### src/rtl/sha256_message_hasher_macros.svh
// Assertion macros shared by the SHA-256 hasher RTL.
`ifndef SHA256_MESSAGE_HASHER_MACROS_SVH
`define SHA256_MESSAGE_HASHER_MACROS_SVH
`ifndef SYNTH
// Same-cycle implication, checked outside reset.
`define SHA_ASSERT_IMP(lbl, clk, rstn, ante, cons) \
  lbl: assert property (@(posedge clk) disable iff (!rstn) (ante) |-> (cons)) \
    else $error("assertion failed");
// Next-cycle implication, checked outside reset.
`define SHA_ASSERT_NXT(lbl, clk, rstn, ante, cons) \
  lbl: assert property (@(posedge clk) disable iff (!rstn) (ante) |=> (cons)) \
    else $error("assertion failed");
`else
`define SHA_ASSERT_IMP(lbl, clk, rstn, ante, cons)
`define SHA_ASSERT_NXT(lbl, clk, rstn, ante, cons)
`endif
`endif

### src/rtl/sha256mh_pkg.sv
// Constants of the SHA-256 algorithm: round constants, initial hash and padding.
`default_nettype none
package sha256mh_pkg;

  localparam logic [31:0] RoundK [64] = '{
    32'h428a2f98, 32'h71374491, 32'hb5c0fbcf, 32'he9b5dba5,
    32'h3956c25b, 32'h59f111f1, 32'h923f82a4, 32'hab1c5ed5,
    32'hd807aa98, 32'h12835b01, 32'h243185be, 32'h550c7dc3,
    32'h72be5d74, 32'h80deb1fe, 32'h9bdc06a7, 32'hc19bf174,
    32'he49b69c1, 32'hefbe4786, 32'h0fc19dc6, 32'h240ca1cc,
    32'h2de92c6f, 32'h4a7484aa, 32'h5cb0a9dc, 32'h76f988da,
    32'h983e5152, 32'ha831c66d, 32'hb00327c8, 32'hbf597fc7,
    32'hc6e00bf3, 32'hd5a79147, 32'h06ca6351, 32'h14292967,
    32'h27b70a85, 32'h2e1b2138, 32'h4d2c6dfc, 32'h53380d13,
    32'h650a7354, 32'h766a0abb, 32'h81c2c92e, 32'h92722c85,
    32'ha2bfe8a1, 32'ha81a664b, 32'hc24b8b70, 32'hc76c51a3,
    32'hd192e819, 32'hd6990624, 32'hf40e3585, 32'h106aa070,
    32'h19a4c116, 32'h1e376c08, 32'h2748774c, 32'h34b0bcb5,
    32'h391c0cb3, 32'h4ed8aa4a, 32'h5b9cca4f, 32'h682e6ff3,
    32'h748f82ee, 32'h78a5636f, 32'h84c87814, 32'h8cc70208,
    32'h90befffa, 32'ha4506ceb, 32'hbef9a3f7, 32'hc67178f2
  };

  localparam logic [31:0] InitHash [8] = '{
    32'h6a09e667, 32'hbb67ae85, 32'h3c6ef372, 32'ha54ff53a,
    32'h510e527f, 32'h9b05688c, 32'h1f83d9ab, 32'h5be0cd19
  };

  localparam logic [7:0] PadByte = 8'h80;
  localparam logic [5:0] LengthPos = 6'd56;
  localparam logic [5:0] LastPos = 6'd63;

  // Rotate right by a constant amount.
  function automatic logic [31:0] rotr(input logic [31:0] v, input int unsigned n);
    rotr = (v >> n) | (v << (32 - n));
  endfunction

endpackage
`default_nettype wire

### src/rtl/sha256mh_ram.sv
// Generic single-write, single-read RAM with registered read data.
`default_nettype none
module sha256mh_ram #(
  parameter int Width = 32,
  parameter int Depth = 16
) (
  input  wire logic                     clk_i,
  input  wire logic                     we_i,
  input  wire logic [$clog2(Depth)-1:0] waddr_i,
  input  wire logic [Width-1:0]         wdata_i,
  input  wire logic [$clog2(Depth)-1:0] raddr_i,
  output logic      [Width-1:0]         rdata_o
);

  logic [Width-1:0] mem_q [Depth];

  // Write port and registered read port.
  always_ff @(posedge clk_i) begin
    if (we_i) begin
      mem_q[waddr_i] <= wdata_i;
    end
    rdata_o <= mem_q[raddr_i];
  end

endmodule
`default_nettype wire

### src/rtl/sha256_message_hasher.sv
// SHA-256 hasher: takes a message one byte per word and returns the 256-bit digest.
//
// The hasher takes one message byte per input word; a byte that neither closes a
// 64-byte block nor is marked final leaves the input ready for the next word. Bytes
// are packed into 32-bit words and kept in a 16-entry block RAM. When a block fills,
// the input stalls while it is hashed: a load state starts the RAM read, then come 64
// compression rounds at one round per cycle (message schedule words come from the RAM
// for the first 16 rounds and from a 16-deep shift line after that), and a fold state
// folds the result into the hash. A word marked final latches the length, then pads
// the block byte by byte up to its end, hashes each padding block (one or two) as
// above, and then gives eight digest words, word 0 first, one per cycle that the output
// is not stalled. The hash then returns to the initial values for the next message.
`default_nettype none
`include "sha256_message_hasher_macros.svh"
module sha256_message_hasher (
  input  wire logic        clk_i,
  input  wire logic        rst_ni,
  input  wire logic        in_valid_i,
  output logic             in_stall_o,
  input  wire logic [7:0]  message_byte_i,
  input  wire logic        byte_present_i,
  input  wire logic        final_item_i,
  output logic             out_valid_o,
  input  wire logic        out_stall_i,
  output logic      [31:0] digest_word_o,
  output logic      [2:0]  word_number_o,
  output logic             last_word_o
);
  import sha256mh_pkg::*;

  localparam logic [2:0] StIdle   = 3'd0;
  localparam logic [2:0] StPadGo  = 3'd1;
  localparam logic [2:0] StPad    = 3'd2;
  localparam logic [2:0] StLoad   = 3'd3;
  localparam logic [2:0] StRound  = 3'd4;
  localparam logic [2:0] StFold   = 3'd5;
  localparam logic [2:0] StOut    = 3'd6;

  logic [2:0]  state_q, state_d, ret_q, ret_d;
  logic [5:0]  fill_q, rnd_q;
  logic [23:0] part_q;
  logic [54:0] blk_q;
  logic [63:0] len_q;
  logic        first_q, lenok_q;
  logic [2:0]  idx_q;
  logic [31:0] hash_q [8];
  logic [31:0] s_q [8];
  logic [31:0] w_q [16];

  logic        in_acc, out_acc;
  logic        ins_en, wr_en, blk_full;
  logic [7:0]  ins_byte;
  logic [31:0] wr_word, rd_word;
  logic [3:0]  rd_addr;
  logic [31:0] w_new, w_t, t1, t2;

  assign in_acc  = in_valid_i && !in_stall_o;
  assign out_acc = out_valid_o && !out_stall_i;

  // Byte insertion path shared by message bytes and padding.
  always_comb begin
    ins_en   = 1'b0;
    ins_byte = 8'h00;
    if (state_q == StIdle) begin
      ins_en   = in_acc && byte_present_i;
      ins_byte = message_byte_i;
    end else if (state_q == StPad) begin
      ins_en = 1'b1;
      if (first_q) begin
        ins_byte = PadByte;
      end else if (lenok_q && fill_q >= LengthPos) begin
        ins_byte = len_q[63:56];
      end
    end
  end

  assign wr_word  = {part_q, ins_byte};
  assign wr_en    = ins_en && (fill_q[1:0] == 2'd3);
  assign blk_full = ins_en && (fill_q == LastPos);
  assign rd_addr  = (state_q == StRound) ? (rnd_q[3:0] + 4'd1) : 4'd0;

  sha256mh_ram #(.Width(32), .Depth(16)) u_block_ram (
    .clk_i   (clk_i),
    .we_i    (wr_en),
    .waddr_i (fill_q[5:2]),
    .wdata_i (wr_word),
    .raddr_i (rd_addr),
    .rdata_o (rd_word)
  );

  // Message schedule and one compression round.
  always_comb begin
    w_new = (rotr(w_q[14], 17) ^ rotr(w_q[14], 19) ^ (w_q[14] >> 10)) + w_q[9]
          + (rotr(w_q[1], 7) ^ rotr(w_q[1], 18) ^ (w_q[1] >> 3)) + w_q[0];
    w_t   = (rnd_q[5:4] == 2'd0) ? rd_word : w_new;
    t1 = s_q[7] + (rotr(s_q[4], 6) ^ rotr(s_q[4], 11) ^ rotr(s_q[4], 25))
       + ((s_q[4] & s_q[5]) ^ (~s_q[4] & s_q[6])) + RoundK[rnd_q] + w_t;
    t2 = (rotr(s_q[0], 2) ^ rotr(s_q[0], 13) ^ rotr(s_q[0], 22))
       + ((s_q[0] & s_q[1]) ^ (s_q[0] & s_q[2]) ^ (s_q[1] & s_q[2]));
  end

  // Sequencer next state.
  always_comb begin
    state_d = state_q;
    ret_d   = ret_q;
    unique case (state_q)
      StIdle: begin
        if (in_acc) begin
          if (blk_full) begin
            state_d = StLoad;
            ret_d   = final_item_i ? StPadGo : StIdle;
          end else if (final_item_i) begin
            state_d = StPadGo;
          end
        end
      end
      StPadGo: state_d = StPad;
      StPad: begin
        if (blk_full) begin
          state_d = StLoad;
          ret_d   = (!first_q && lenok_q) ? StOut : StPad;
        end
      end
      StLoad:  state_d = StRound;
      StRound: if (rnd_q == 6'd63) state_d = StFold;
      StFold:  state_d = ret_q;
      StOut:   if (out_acc && idx_q == 3'd7) state_d = StIdle;
      default: state_d = StIdle;
    endcase
  end

  // Control registers.
  always_ff @(posedge clk_i or negedge rst_ni) begin
    if (!rst_ni) begin
      state_q <= StIdle;
      ret_q   <= StIdle;
      fill_q  <= '0;
      rnd_q   <= '0;
      blk_q   <= '0;
      first_q <= 1'b0;
      lenok_q <= 1'b0;
      idx_q   <= '0;
      for (int i = 0; i < 8; i++) hash_q[i] <= InitHash[i];
    end else begin
      state_q <= state_d;
      ret_q   <= ret_d;
      if (ins_en) fill_q <= fill_q + 6'd1;
      if (state_q == StPadGo) first_q <= 1'b1;
      if (state_q == StPad) begin
        first_q <= 1'b0;
        // Any block that follows a completed one has room for the length.
        if (blk_full) lenok_q <= 1'b1;
        else if (first_q) lenok_q <= (fill_q < LengthPos);
      end
      if (state_q == StLoad) rnd_q <= '0;
      else if (state_q == StRound) rnd_q <= rnd_q + 6'd1;
      if (state_q == StFold) begin
        blk_q <= blk_q + 55'd1;
        for (int i = 0; i < 8; i++) hash_q[i] <= hash_q[i] + s_q[i];
      end
      if (out_acc) begin
        idx_q <= idx_q + 3'd1;
        if (idx_q == 3'd7) begin
          blk_q <= '0;
          for (int i = 0; i < 8; i++) hash_q[i] <= InitHash[i];
        end
      end
    end
  end

  // Datapath registers: partial word, length, working variables, schedule.
  always_ff @(posedge clk_i) begin
    if (ins_en) part_q <= wr_word[23:0];
    if (state_q == StPadGo) len_q <= {blk_q, fill_q, 3'b000};
    else if (state_q == StPad && !first_q && lenok_q && fill_q >= LengthPos) begin
      len_q <= {len_q[55:0], 8'h00};
    end
    if (state_q == StLoad) begin
      for (int i = 0; i < 8; i++) s_q[i] <= hash_q[i];
    end else if (state_q == StRound) begin
      s_q[0] <= t1 + t2;
      s_q[1] <= s_q[0];
      s_q[2] <= s_q[1];
      s_q[3] <= s_q[2];
      s_q[4] <= s_q[3] + t1;
      s_q[5] <= s_q[4];
      s_q[6] <= s_q[5];
      s_q[7] <= s_q[6];
      for (int i = 0; i < 15; i++) w_q[i] <= w_q[i+1];
      w_q[15] <= w_t;
    end
  end

  assign in_stall_o    = (state_q != StIdle);
  assign out_valid_o   = (state_q == StOut);
  assign digest_word_o = hash_q[idx_q];
  assign word_number_o = idx_q;
  assign last_word_o   = (idx_q == 3'd7);

  `SHA_ASSERT_NXT(a_round_end, clk_i, rst_ni, state_q == StRound && rnd_q == 6'd63, state_q == StFold)
  `SHA_ASSERT_IMP(a_wr_only_insert, clk_i, rst_ni, wr_en, state_q == StIdle || state_q == StPad)
  `SHA_ASSERT_NXT(a_last_done, clk_i, rst_ni, out_acc && last_word_o, !out_valid_o && fill_q == 6'd0)
  `SHA_ASSERT_IMP(a_fold_at_block_end, clk_i, rst_ni, state_q == StLoad, fill_q == 6'd0)

endmodule
`default_nettype wire

### config.mk
export PLATFORM = sky130hd
export DESIGN_NAME = sha256_message_hasher
export DESIGN_NICKNAME = d
export VERILOG_FILES = /design/src/rtl/sha256mh_pkg.sv /design/src/rtl/sha256mh_ram.sv /design/src/rtl/sha256_message_hasher.sv
export VERILOG_INCLUDE_DIRS = /design/src /design/src/rtl
export SDC_FILE = /design/constraint.sdc
export NUM_CORES = 2
export LEC_CHECK = 0
export ABC_CLOCK_PERIOD_IN_PS = 32600
export BUFFER_PORTS_ARGS = -buffer_cell sky130_fd_sc_hd__buf_4
export CAP_MARGIN = 20
export CORE_UTILIZATION = 51
export CTS_BUF_LIST = sky130_fd_sc_hd__clkbuf_8
export CTS_CLUSTER_DIAMETER = 30
export CTS_CLUSTER_SIZE = 8
export DETAILED_ROUTE_END_ITERATION = 12
export GPL_ROUTABILITY_DRIVEN = 1
export HOLD_SLACK_MARGIN = 0.03
export PLACE_DENSITY = 0.66
export SYNTH_ARGS = -nofsm -noshare
export SYNTH_HDL_FRONTEND = slang
export SYNTH_SLANG_ARGS = --single-unit
### constraint.sdc
create_clock -name clk_i -period 32.6 [get_ports clk_i]
set_input_delay 6.52 -clock clk_i [delete_from_list [all_inputs] [get_ports clk_i]]
set_output_delay 6.52 -clock clk_i [all_outputs]
set_load 0.005 [all_outputs]
==> results.json <==
{
  "mappedNetlistNets": 8725,
  "finalHoldViolations": 0,
  "syn_inst": 8101,
  "antenna_left": 0,
  "fp.dieH_microns": 432,
  "grt_antenna_before_repair": 14,
  "seqCellArea_sq_mm": 0.0502,
  "cp-end-kind": "flip-flop",
  "critPathBufInv": 6,
  "gp_congestion": 0.986,
  "hold_buffers": 0,
  "synth_top_family_by_area": "compound AO/OA/AOI/OAI gates",
  "synth-simple-area-share_pct": 8.91,
  "die_area_sq_mm": 0.186,
  "clk_pin_slew_ns": 0.06,
  "pin_count": 52,
  "ys_seq_area_share_pct": 53.2,
  "slew_viol_final": 0,
  "worstSetupPathType": "reg -> reg",
  "min_period_ns": 11.22,
  "finalCritPeriodShare_pct": 34.4,
  "cts-resized-gates": 0,
  "row_count": 157,
  "crit_fanout": 5,
  "wirelength_microns": 276000,
  "nFillCells": 15200,
  "final_cell_mix": "edfxtp_1 (1,365), nand2_1 (980), a21oi_1 (642), inv_1 (515), o21ai_0 (473)",
  "status": "complete, no violations",
  "chipWidth_microns": 432,
  "synth_edf_count": 1365,
  "fin_nets": 8872,
  "synthArstFlopShare_pct": 19.3,
  "synth_cell_types": 97,
  "synthMuxAreaShare_pct": 6.25,
  "insertion_delay_ns": 1.11,
  "synthAdderAreaFrac_pct": 9.71,
  "dpl-instance-area_sq_mm": 0.0972,
  "stdcell_area_sq_mm": 0.106,
  "drive_above_1_share_pct": 15.4,
  "synth_warnings": 0,
  "start_util_pct": 51.4,
  "dp.cells": 10300,
  "setup_violations": 0,
  "tritoncts": "done",
  "numPortBuffers": 51,
  "syn_area_per_cell_sq_um": 11.6,
  "gr-total-overflow": 0,
  "root_buffer": "clkbuf_8",
  "drt_iter0_markers": 6567,
  "netlist_area_sq_mm": 0.0942,
  "grt_pass1_wl_microns": 411000,
  "first_pass_iters": 6,
  "r2r_slack_ns": 21.38,
  "core-area_sq_mm": 0.183,
  "clk_path_buf_depth": 4,
  "synth_compound_area_share_pct": 12.9,
  "finClkSkew_ns": 0.0743,
  "setup_tns_ns": 0,
  "multi_input_area_sq_mm": 0.0411,
  "cp-start-kind": "flip-flop",
  "h-tree-depth": 5,
  "mostFrequentLayoutCell": "edfxtp_1",
  "crit_family": "compound AO/OA/AOI/OAI gates",
  "slowest_stage": "o31ai_1",
  "via_per_inst": 5.95,
  "routedWlPerCell_microns": 25.0,
  "synth-seq-cells": 1731,
  "slew_headroom_pct": 17.2,
  "grtUsageTotal_pct": 29.4,
  "ys.flop_type": "edfxtp_1",
  "cts_setup_buffers": 0,
  "hpwl_microns": 187000,
  "drc_errors": 0,
  "max_freq_ghz": 0.0891,
  "max_stage_delay_ns": 0.80,
  "num_vias": 65600,
  "cp_common_cell": "fa_1",
  "yosys.area_share.xor_xnor_pct": 5.61,
  "grt_pass1_vias": 64600,
  "area_growth_pct": 12.0,
  "cts_sinks": 1731,
  "max_cap_viol_count": 0,
  "grt_max_degree": 181,
  "worst_pin_slew_ns": 1.22,
  "crit_required_ns": 33.38,
  "cts_buffers": 397,
  "rsz0062_at_grt": "no",
  "instances_no_fill": 11000,
  "min-delay-path-class": "reg -> reg",
  "arrival_ns": 11.99
}
==> synth_stat cells, types with 96 or more instances <==
master / number / share of area (%)
mux2i_1: 114 / 1.2
xnor2_1: 399 / 3.7
nand2_1: 983 / 3.9
nand3_1: 136 / 0.72
a21oi_1: 642 / 3.4
o21ai_0: 474 / 2.5
dfrtp_1: 198 / 5.3
a21o_1: 202 / 1.6
mux2_2: 280 / 3.3
nor3_1: 96 / 0.51
xor2_1: 205 / 1.9
edfxtp_1: 1365 / 43
fa_1: 197 / 4.2
dfstp_2: 136 / 3.8
ha_1: 413 / 5.5
o211ai_1: 121 / 0.96
clkbuf_1: 350 / 1.4
nor2_1: 333 / 1.3
inv_1: 428 / 1.7
==> registers in the layout, indices dropped and copies added (netlist names), 24 cells and up <==
register             count
w_q                    512
hash_q                 256
u_block_ram.rdata_o     32
part_q                  24
len_q                   61
s_q                    256
blk_q                   55
u_block_ram.mem_q      512
==> worst paths after layout <==
| path | depth (start not counted) | start | to |
|---|---|---|---|
| max in group asynchronous | 3 | rst_ni | rnd_q[3] |
| hold reg to reg | 0 | w_q[1][157] | w_q[1][125] |
| setup reg to reg | 39 | w_q[0][36] | s_q[0][29] |
| setup / recovery | 39 | w_q[0][36] | s_q[0][29] |
| hold / removal | 0 | w_q[1][157] | w_q[1][125] |
| min in group asynchronous | 1 | rst_ni | hash_q[218] |
==> metal layers <==
| layer | GRT usage, % | vias to the layer above | part of all wire [%] |
|---|---|---|---|
| met5 | 0 | - | 0.021 |
| met4 | 10.3 | 10 | 3.3 |
| met3 | 5.63 | 550 | 7.8 |
| met2 | 44.5 | 2546 | 45 |
| met1 | 42.2 | 32700 | 44 |
| li1 | - | 29800 | - |
==> logic make-up (layout without fill, tap and decap cells) <==
kind of cell,after synthesis,count (layout)
flops,1731,1731
simple gates,1898,1898
mux,465,465
xor+xnor,604,604
compound gates,1956,1956
fa+ha+maj,614,614
other cells,0,9
buf+inv,833,1289
==> cell type report <==
cell class / count / area share [%]
Clock buffer: 437 / 5.70
Multi-Input combinational cell: 5537 / 38.9
Inverter: 430 / 1.54
Clock inverter: 271 / 2.18
Timing Repair Buffer: 151 / 1.19
Sequential cell: 1731 / 47.5
Tap cell: 2464 / 2.92
Antenna cell: 9 / 0.0213
==> per-stage QoR <==
step / worst slack [ns] / utilization, % / hold slack, ns
6_report: 21.38 / 57.6 / 0.367
5_1_grt: 20.79 / 57.6 / 0.365
3_3_place_gp: 21.68 / 53.0 / 0.400
2_1_floorplan: 16.47 / - / 0.400
4_1_cts: 21.50 / 57.6 / 0.345
3_5_place_dp: 21.59 / 53.0 / 0.405
Power is left out: the tool's default activity adds up to more than one toggle a clock period on the data nets, which glitch-free logic cannot reach.
